### config.mk
export PLATFORM = sky130hd
export DESIGN_NAME = gpio_key_change_event_scanner_top
export DESIGN_NICKNAME = d
export VERILOG_FILES = /design/src/rtl/gkce_pkg.sv /design/src/rtl/gpio_key_change_event_scanner_top.sv /design/src/rtl/gkce_code_ram.sv /design/src/rtl/gkce_scan.sv
export SDC_FILE = /design/constraint.sdc
export NUM_CORES = 1
export LEC_CHECK = 0
export BUFFER_PORTS_ARGS = -buffer_cell sky130_fd_sc_hd__buf_4
export CAP_MARGIN = 20
export CORE_MARGIN = 2
export CORE_UTILIZATION = 50
export DETAILED_ROUTE_END_ITERATION = 8
export GPL_ROUTABILITY_DRIVEN = 0
export HOLD_SLACK_MARGIN = 0.05
export PLACE_DENSITY = 0.7
export SLEW_MARGIN = 20
export SYNTH_ARGS = -nofsm -noshare
export SYNTH_HDL_FRONTEND = slang
export SYNTH_HIERARCHICAL = 1
export SYNTH_SLANG_ARGS = --single-unit
### constraint.sdc
create_clock -name clk -period 4.1 [get_ports clk]
set_input_delay 0.41 -clock clk [delete_from_list [all_inputs] [get_ports clk]]
set_output_delay 0.41 -clock clk [all_outputs]
set_load 0.01 [all_outputs]
### src/rtl/gkce_pkg.sv
// Shared constants and types for the key change event scanner.
package gkce_pkg;

  localparam int LINES      = 32;
  localparam int LINE_W     = 5;
  localparam int CODE_WIDTH = 10;
  localparam int IN_BITS    = LINES + LINE_W + CODE_WIDTH;
  localparam int IN_W       = ((IN_BITS + 7) / 8) * 8;
  localparam int OUT_BITS   = CODE_WIDTH + LINE_W + 1;
  localparam int OUT_W      = ((OUT_BITS + 7) / 8) * 8;

  localparam logic KIND_SAMPLE = 1'b0;
  localparam logic KIND_LOAD   = 1'b1;

  typedef enum logic [1:0] {
    ST_IDLE,
    ST_SCAN,
    ST_EMIT
  } scan_state_t;

  typedef struct packed {
    logic             go;
    logic [LINES-1:0] change;
    logic [LINES-1:0] levels;
  } scan_start_t;

endpackage

### src/rtl/gpio_key_change_event_scanner_top.sv
// Top level of the polled key change event scanner.
// Usage:
//   Input channel (in_*): one beat per item. in_tuser selects the kind:
//   a sample of 32 active-low line levels, or a load of one line's key code.
//   A load writes the code table, enables the line and forces the next
//   sample to only capture a new baseline.
//   Output channel (out_*): one beat per changed line of a sample, in
//   ascending line order; out_tlast marks the final event of that sample.
// Flow:
//   Loads and rebasing samples start no scan; a sample without changes
//   passes through the scan state once. A sample with changes walks the
//   change vector one bit per cycle while not stalled, up to its highest changed
//   line, and waits in the emit state at each event for the registered code table
//   read; in_tready stays low until the scan ends. The shift and read set this.
//   in_tready is high whenever the scanner is idle, also while the last
//   event still waits in the output register.
// Reset: synchronous, active low; clears enables, baseline and valid flag.
//   The code table is not cleared; only codes of written lines are emitted.
// Stall: a low out_tready while an event is held freezes the scan at the next event, kept pending.
module gpio_key_change_event_scanner_top (
  input  logic                        clk,
  input  logic                        rst_n,
  input  logic                        in_tvalid,
  output logic                        in_tready,
  // tdata: line_levels[31:0], entry_line[36:32], entry_code[46:37], zero fill
  input  logic [gkce_pkg::IN_W-1:0]   in_tdata,
  // tuser: kind
  input  logic                        in_tuser,
  output logic                        out_tvalid,
  input  logic                        out_tready,
  // tdata: event_code[9:0], event_line[14:10], pressed[15]
  output logic [gkce_pkg::OUT_W-1:0]  out_tdata,
  output logic                        out_tlast
);

  localparam int LV_LO = 0;
  localparam int EL_LO = gkce_pkg::LINES;
  localparam int EC_LO = gkce_pkg::LINES + gkce_pkg::LINE_W;

  logic [gkce_pkg::LINES-1:0] enabled_r;
  logic [gkce_pkg::LINES-1:0] baseline_r;
  logic                       base_valid_r;

  logic                            accept;
  logic                            is_load;
  logic                            scan_idle;
  logic [gkce_pkg::LINES-1:0]      levels;
  logic [gkce_pkg::LINES-1:0]      masked;
  logic [gkce_pkg::LINE_W-1:0]     entry_line;
  logic [gkce_pkg::CODE_WIDTH-1:0] entry_code;
  logic [gkce_pkg::LINE_W-1:0]     ram_raddr;
  logic [gkce_pkg::CODE_WIDTH-1:0] ram_rdata;
  gkce_pkg::scan_start_t           start;

  // unpack the input beat
  assign levels     = in_tdata[LV_LO +: gkce_pkg::LINES];
  assign entry_line = in_tdata[EL_LO +: gkce_pkg::LINE_W];
  assign entry_code = in_tdata[EC_LO +: gkce_pkg::CODE_WIDTH];

  assign in_tready = scan_idle;
  assign accept    = in_tvalid && in_tready;
  assign is_load   = (in_tuser == gkce_pkg::KIND_LOAD);
  assign masked    = levels & enabled_r;

  // launch a scan only for a sample against a valid baseline
  always_comb begin
    start.go     = accept && !is_load && base_valid_r;
    start.change = masked ^ baseline_r;
    start.levels = masked;
  end

  always_ff @(posedge clk) begin
    if (!rst_n) begin
      enabled_r    <= '0;
      baseline_r   <= '0;
      base_valid_r <= 1'b0;
    end else if (accept) begin
      if (is_load) begin
        enabled_r[entry_line] <= 1'b1;
        base_valid_r          <= 1'b0;
      end else begin
        baseline_r   <= masked;
        base_valid_r <= 1'b1;
      end
    end
  end

  gkce_code_ram u_ram (
    .clk   (clk),
    .we    (accept && is_load),
    .waddr (entry_line),
    .wdata (entry_code),
    .raddr (ram_raddr),
    .rdata (ram_rdata)
  );

  gkce_scan u_scan (
    .clk        (clk),
    .rst_n      (rst_n),
    .start      (start),
    .idle       (scan_idle),
    .ram_raddr  (ram_raddr),
    .ram_rdata  (ram_rdata),
    .out_tvalid (out_tvalid),
    .out_tready (out_tready),
    .out_tdata  (out_tdata),
    .out_tlast  (out_tlast)
  );

endmodule

### src/rtl/gkce_code_ram.sv
// Key code table: one write port, one registered read port.
module gkce_code_ram (
  input  logic                             clk,
  input  logic                             we,
  input  logic [gkce_pkg::LINE_W-1:0]      waddr,
  input  logic [gkce_pkg::CODE_WIDTH-1:0]  wdata,
  input  logic [gkce_pkg::LINE_W-1:0]      raddr,
  output logic [gkce_pkg::CODE_WIDTH-1:0]  rdata
);

  logic [gkce_pkg::CODE_WIDTH-1:0] mem [gkce_pkg::LINES];

  always_ff @(posedge clk) begin
    if (we) begin
      mem[waddr] <= wdata;
    end
  end

  always_ff @(posedge clk) begin
    rdata <= mem[raddr];
  end

endmodule

### src/rtl/gkce_scan.sv
// Bit-serial change scanner with code lookup and output register.
module gkce_scan (
  input  logic                             clk,
  input  logic                             rst_n,
  input  gkce_pkg::scan_start_t            start,
  output logic                             idle,
  output logic [gkce_pkg::LINE_W-1:0]      ram_raddr,
  input  logic [gkce_pkg::CODE_WIDTH-1:0]  ram_rdata,
  output logic                             out_tvalid,
  input  logic                             out_tready,
  output logic [gkce_pkg::OUT_W-1:0]       out_tdata,
  output logic                             out_tlast
);

  gkce_pkg::scan_state_t state_r, state_nxt;

  logic [gkce_pkg::LINES-1:0]      change_sr_r;
  logic [gkce_pkg::LINES-1:0]      levels_sr_r;
  logic [gkce_pkg::LINE_W-1:0]     cnt_r;
  logic                            out_valid_r;
  logic [gkce_pkg::CODE_WIDTH-1:0] out_code_r;
  logic [gkce_pkg::LINE_W-1:0]     out_line_r;
  logic                            out_pressed_r;
  logic                            out_last_r;

  logic can_load;
  logic load;
  logic shift;
  logic is_last;

  assign can_load  = !out_valid_r || out_tready;
  assign is_last   = (change_sr_r[gkce_pkg::LINES-1:1] == '0);
  assign ram_raddr = cnt_r;

  // next state
  always_comb begin
    state_nxt = state_r;
    case (state_r)
      gkce_pkg::ST_IDLE: begin
        if (start.go) state_nxt = gkce_pkg::ST_SCAN;
      end
      gkce_pkg::ST_SCAN: begin
        if (change_sr_r == '0)  state_nxt = gkce_pkg::ST_IDLE;
        else if (change_sr_r[0]) state_nxt = gkce_pkg::ST_EMIT;
      end
      gkce_pkg::ST_EMIT: begin
        if (can_load) state_nxt = is_last ? gkce_pkg::ST_IDLE : gkce_pkg::ST_SCAN;
      end
      default: state_nxt = gkce_pkg::ST_IDLE;
    endcase
  end

  // control outputs
  always_comb begin
    idle  = 1'b0;
    load  = 1'b0;
    shift = 1'b0;
    case (state_r)
      gkce_pkg::ST_IDLE: idle = 1'b1;
      gkce_pkg::ST_SCAN: shift = !change_sr_r[0];
      gkce_pkg::ST_EMIT: begin
        load  = can_load;
        shift = can_load;
      end
      default: idle = 1'b0;
    endcase
  end

  always_ff @(posedge clk) begin
    if (!rst_n) begin
      state_r     <= gkce_pkg::ST_IDLE;
      out_valid_r <= 1'b0;
    end else begin
      state_r <= state_nxt;
      if (load) begin
        out_valid_r <= 1'b1;
      end else if (out_tready) begin
        out_valid_r <= 1'b0;
      end
    end
  end

  always_ff @(posedge clk) begin
    if (start.go && state_r == gkce_pkg::ST_IDLE) begin
      change_sr_r <= start.change;
      levels_sr_r <= start.levels;
      cnt_r       <= '0;
    end else if (shift) begin
      change_sr_r <= change_sr_r >> 1;
      levels_sr_r <= levels_sr_r >> 1;
      cnt_r       <= cnt_r + 1'b1;
    end
    if (load) begin
      out_code_r    <= ram_rdata;
      out_line_r    <= cnt_r;
      out_pressed_r <= !levels_sr_r[0];
      out_last_r    <= is_last;
    end
  end

  assign out_tvalid = out_valid_r;
  assign out_tlast  = out_last_r;
  assign out_tdata  = gkce_pkg::OUT_W'({out_pressed_r, out_line_r, out_code_r});

  a_emit_on_change: assert property (@(posedge clk) disable iff (!rst_n)
    (state_r == gkce_pkg::ST_EMIT) |-> change_sr_r[0])
    else $error("emit state without a pending changed line");

  a_start_when_idle: assert property (@(posedge clk) disable iff (!rst_n)
    start.go |-> (state_r == gkce_pkg::ST_IDLE))
    else $error("scan started while busy");

  a_done_to_idle: assert property (@(posedge clk) disable iff (!rst_n)
    (state_r == gkce_pkg::ST_SCAN && change_sr_r == '0) |=> idle)
    else $error("scanner did not finish on an empty change vector");

endmodule
==> run summary <==
R2r startpoint: u_scan/state_r[1]
Global-route wire length before repair: 62900 um
Max_cap viols: 0
Fill count: 3057
Sequential share of the synthesized area: 0.694
Cell Area, Synth: 19700 um2
Critical Path End Type: flop
DP Wirelength: 24800 um
Hold Path Origin: out_tready
DR iter-0 viols: 803
CP max FO: 17
Worst clock skew: 23.7 ps
Async SR Flop Fraction: 0
Sink Count: 484
First drt pass iteration count: 5
# port buffers: 70
Clk root buf: clkbuf_16
Cells after DPL: 1851
Final TNS setup: 0 ps
Top-level I/O count: 72
CP Launch Point: u_scan/state_r[1]
Slew @ Worst Pin: 1100 ps
Starting Density: 0.508
Place WS: 1190 ps
Tot GR Track Use: 0.203
Maximum root-to-sink buffer count: 3
Vias in the first global route: 10900
Most frequent cells in the layout: edfxtp_1 (401), mux2i_1 (162), buf_4 (104)
Worst setup SP type: flop
Average wire per standard cell: 21.5 um
Worst-path clk slew: 60 ps
Post-route antenna net violation count: 0
Final Hold Viols: 0
Worst-Skew Late Latency: 580 ps
Fmax: 0.334 GHz
Crit path required time: 4290 ps
Area growth syn-to-layout: 13.0%
Worst VDD drop: 0.000321 V
Via count: 11000
Initial antenna violation count: 0
# setup viols final: 0
RSZ-0062 raised after global routing: no
Gate count of the mapped netlist: 1299
Commonest non-fill, non-tap cell in the layout: edfxtp_1
Post-synth EDFFs: 401
Status: finished, final reports clean
Post-CTS sizing: 0
Share of cells above drive strength 1: 0.188
Final Non-Filler Cells: 1940
CTS tree: done
CTS Hold Buffers Added: 0
Syn Area/Cell: 15.2 um2
Final WL: 41800 um
Final net count: 1441
Die X: 203 um
Number of buffers created by CTS: 48
Yosys warnings: 6
Syn_nets: 1357
CORE AREA: 38800 um2
# rows: 72
Final worst path period share: 0.731
Slew Viols, Final: 0
Post-synth top flop: edfxtp_1
Final worst slack: 1100 ps
Final core utilization: 0.575
Worst slew margin: 0.269
WP data arrival: 3180 ps
Die area: 41100 um2
H-tree depth: 2
Postcts setup bufs: 0
Post-synth cell types: 58
Type of the worst setup path: reg -> reg
Vias per cell: 5.65
Yosys reg bits: 484
DRC: 0
GRT overflow: 0
Die height: 203 um
Hold Path Class: in -> reg
Leak: 7.50 nW
Crit path time final: 3000 ps
Diode count: 0
Pwr dens: 520 nW/um2
Pin count of the biggest net entering global routing: 77
[state kept, by name, summed over array words and instances (netlist names), 2 cells and up]
register	flops
enabled_r	32
baseline_r	32
u_scan/levels_sr_r	32
u_ram/rdata	10
u_ram/mem	320
u_scan/out_code_r	10
u_scan/ram_raddr	5
u_scan/change_sr_r	32
u_scan/state_r	2
u_scan/out_line_r	5
[critical path, stage by stage (launching register included)]
cell	delay, ps
dfxtp_1	350
inv_1	100
ha_1	160
buf_4	220
and3_1	310
or3b_1	670
nor2_1	790
[cell usage after synthesis, types with 10 or more instances]
| library cell | number | share of area |
|---|---|---|
| a21boi_0 | 23 | 0.0087 |
| nor3_2 | 10 | 0.0051 |
| xor2_1 | 35 | 0.016 |
| dfxtp_1 | 83 | 0.084 |
| o21a_1 | 18 | 0.0068 |
| a31oi_1 | 11 | 0.0035 |
| edfxtp_1 | 401 | 0.61 |
| mux2i_1 | 162 | 0.082 |
| nor2b_1 | 10 | 0.0032 |
| nand4_1 | 16 | 0.0051 |
| a21oi_1 | 27 | 0.0068 |
| clkbuf_1 | 15 | 0.0029 |
| nor2_1 | 54 | 0.010 |
| buf_6 | 11 | 0.0063 |
| a22oi_1 | 40 | 0.015 |
| buf_2 | 32 | 0.0081 |
| nand2_1 | 99 | 0.019 |
| and2_1 | 37 | 0.012 |
| mux2_2 | 58 | 0.033 |
| a22o_1 | 20 | 0.0089 |
| nand3_1 | 27 | 0.0068 |
[power by group]
part	switching [mW]	internal, mW
combinational	0.907	0.636
sequential	0.111	5.48
clock	1.85	2.61
[cell families after synthesis]
logic type,share of synthesized area
xor+xnor,0.0160
fa+ha+maj,0.00317
simple gates,0.0827
compound gates,0.0576
buf+inv,0.0289
mux,0.118
flops,0.694
[worst paths after layout]
kind / slack, ps / endpoint / depth (start not counted)
setup / recovery: 1100 / u_ram/mem[4][8] / 6
hold / removal: 210 / u_scan/out_tvalid / 4
setup reg to reg: 1100 / u_ram/mem[4][8] / 6
hold reg to reg: 400 / u_scan/out_code_r[2] / 0
[metrics by stage]
step           area, um2  total power, mW  hold WS, ps
2_1_floorplan      19700             6.89          386
4_1_cts            22300             11.7          176
5_1_grt            22300             12.0          251
6_report           22300             11.6          208
3_5_place_dp       20700             7.23          389
3_3_place_gp       20700             7.21          394
[per-layer routing]
metal / track usage / part of all wire / vias up
li1: - / - / 5063
met1: 0.271 / 0.42 / 5436
met2: 0.335 / 0.48 / 372
met3: 0.0343 / 0.068 / 86
met4: 0.0740 / 0.033 / 0
met5: 0 / 0 / -
[final cells by class]
type / instances / area (um2) / area share
clock buffers: 56 / 1230 / 0.0552
clock inverters: 33 / 369 / 0.0165
inverters: 8 / 30.0 / 0.00135
multi-input cells: 734 / 5480 / 0.246
flip-flops and latches: 484 / 13700 / 0.614
well taps: 518 / 648 / 0.0291
repair buffers: 107 / 841 / 0.0377
No activity file was read; power rests on OpenSTA's default activity.
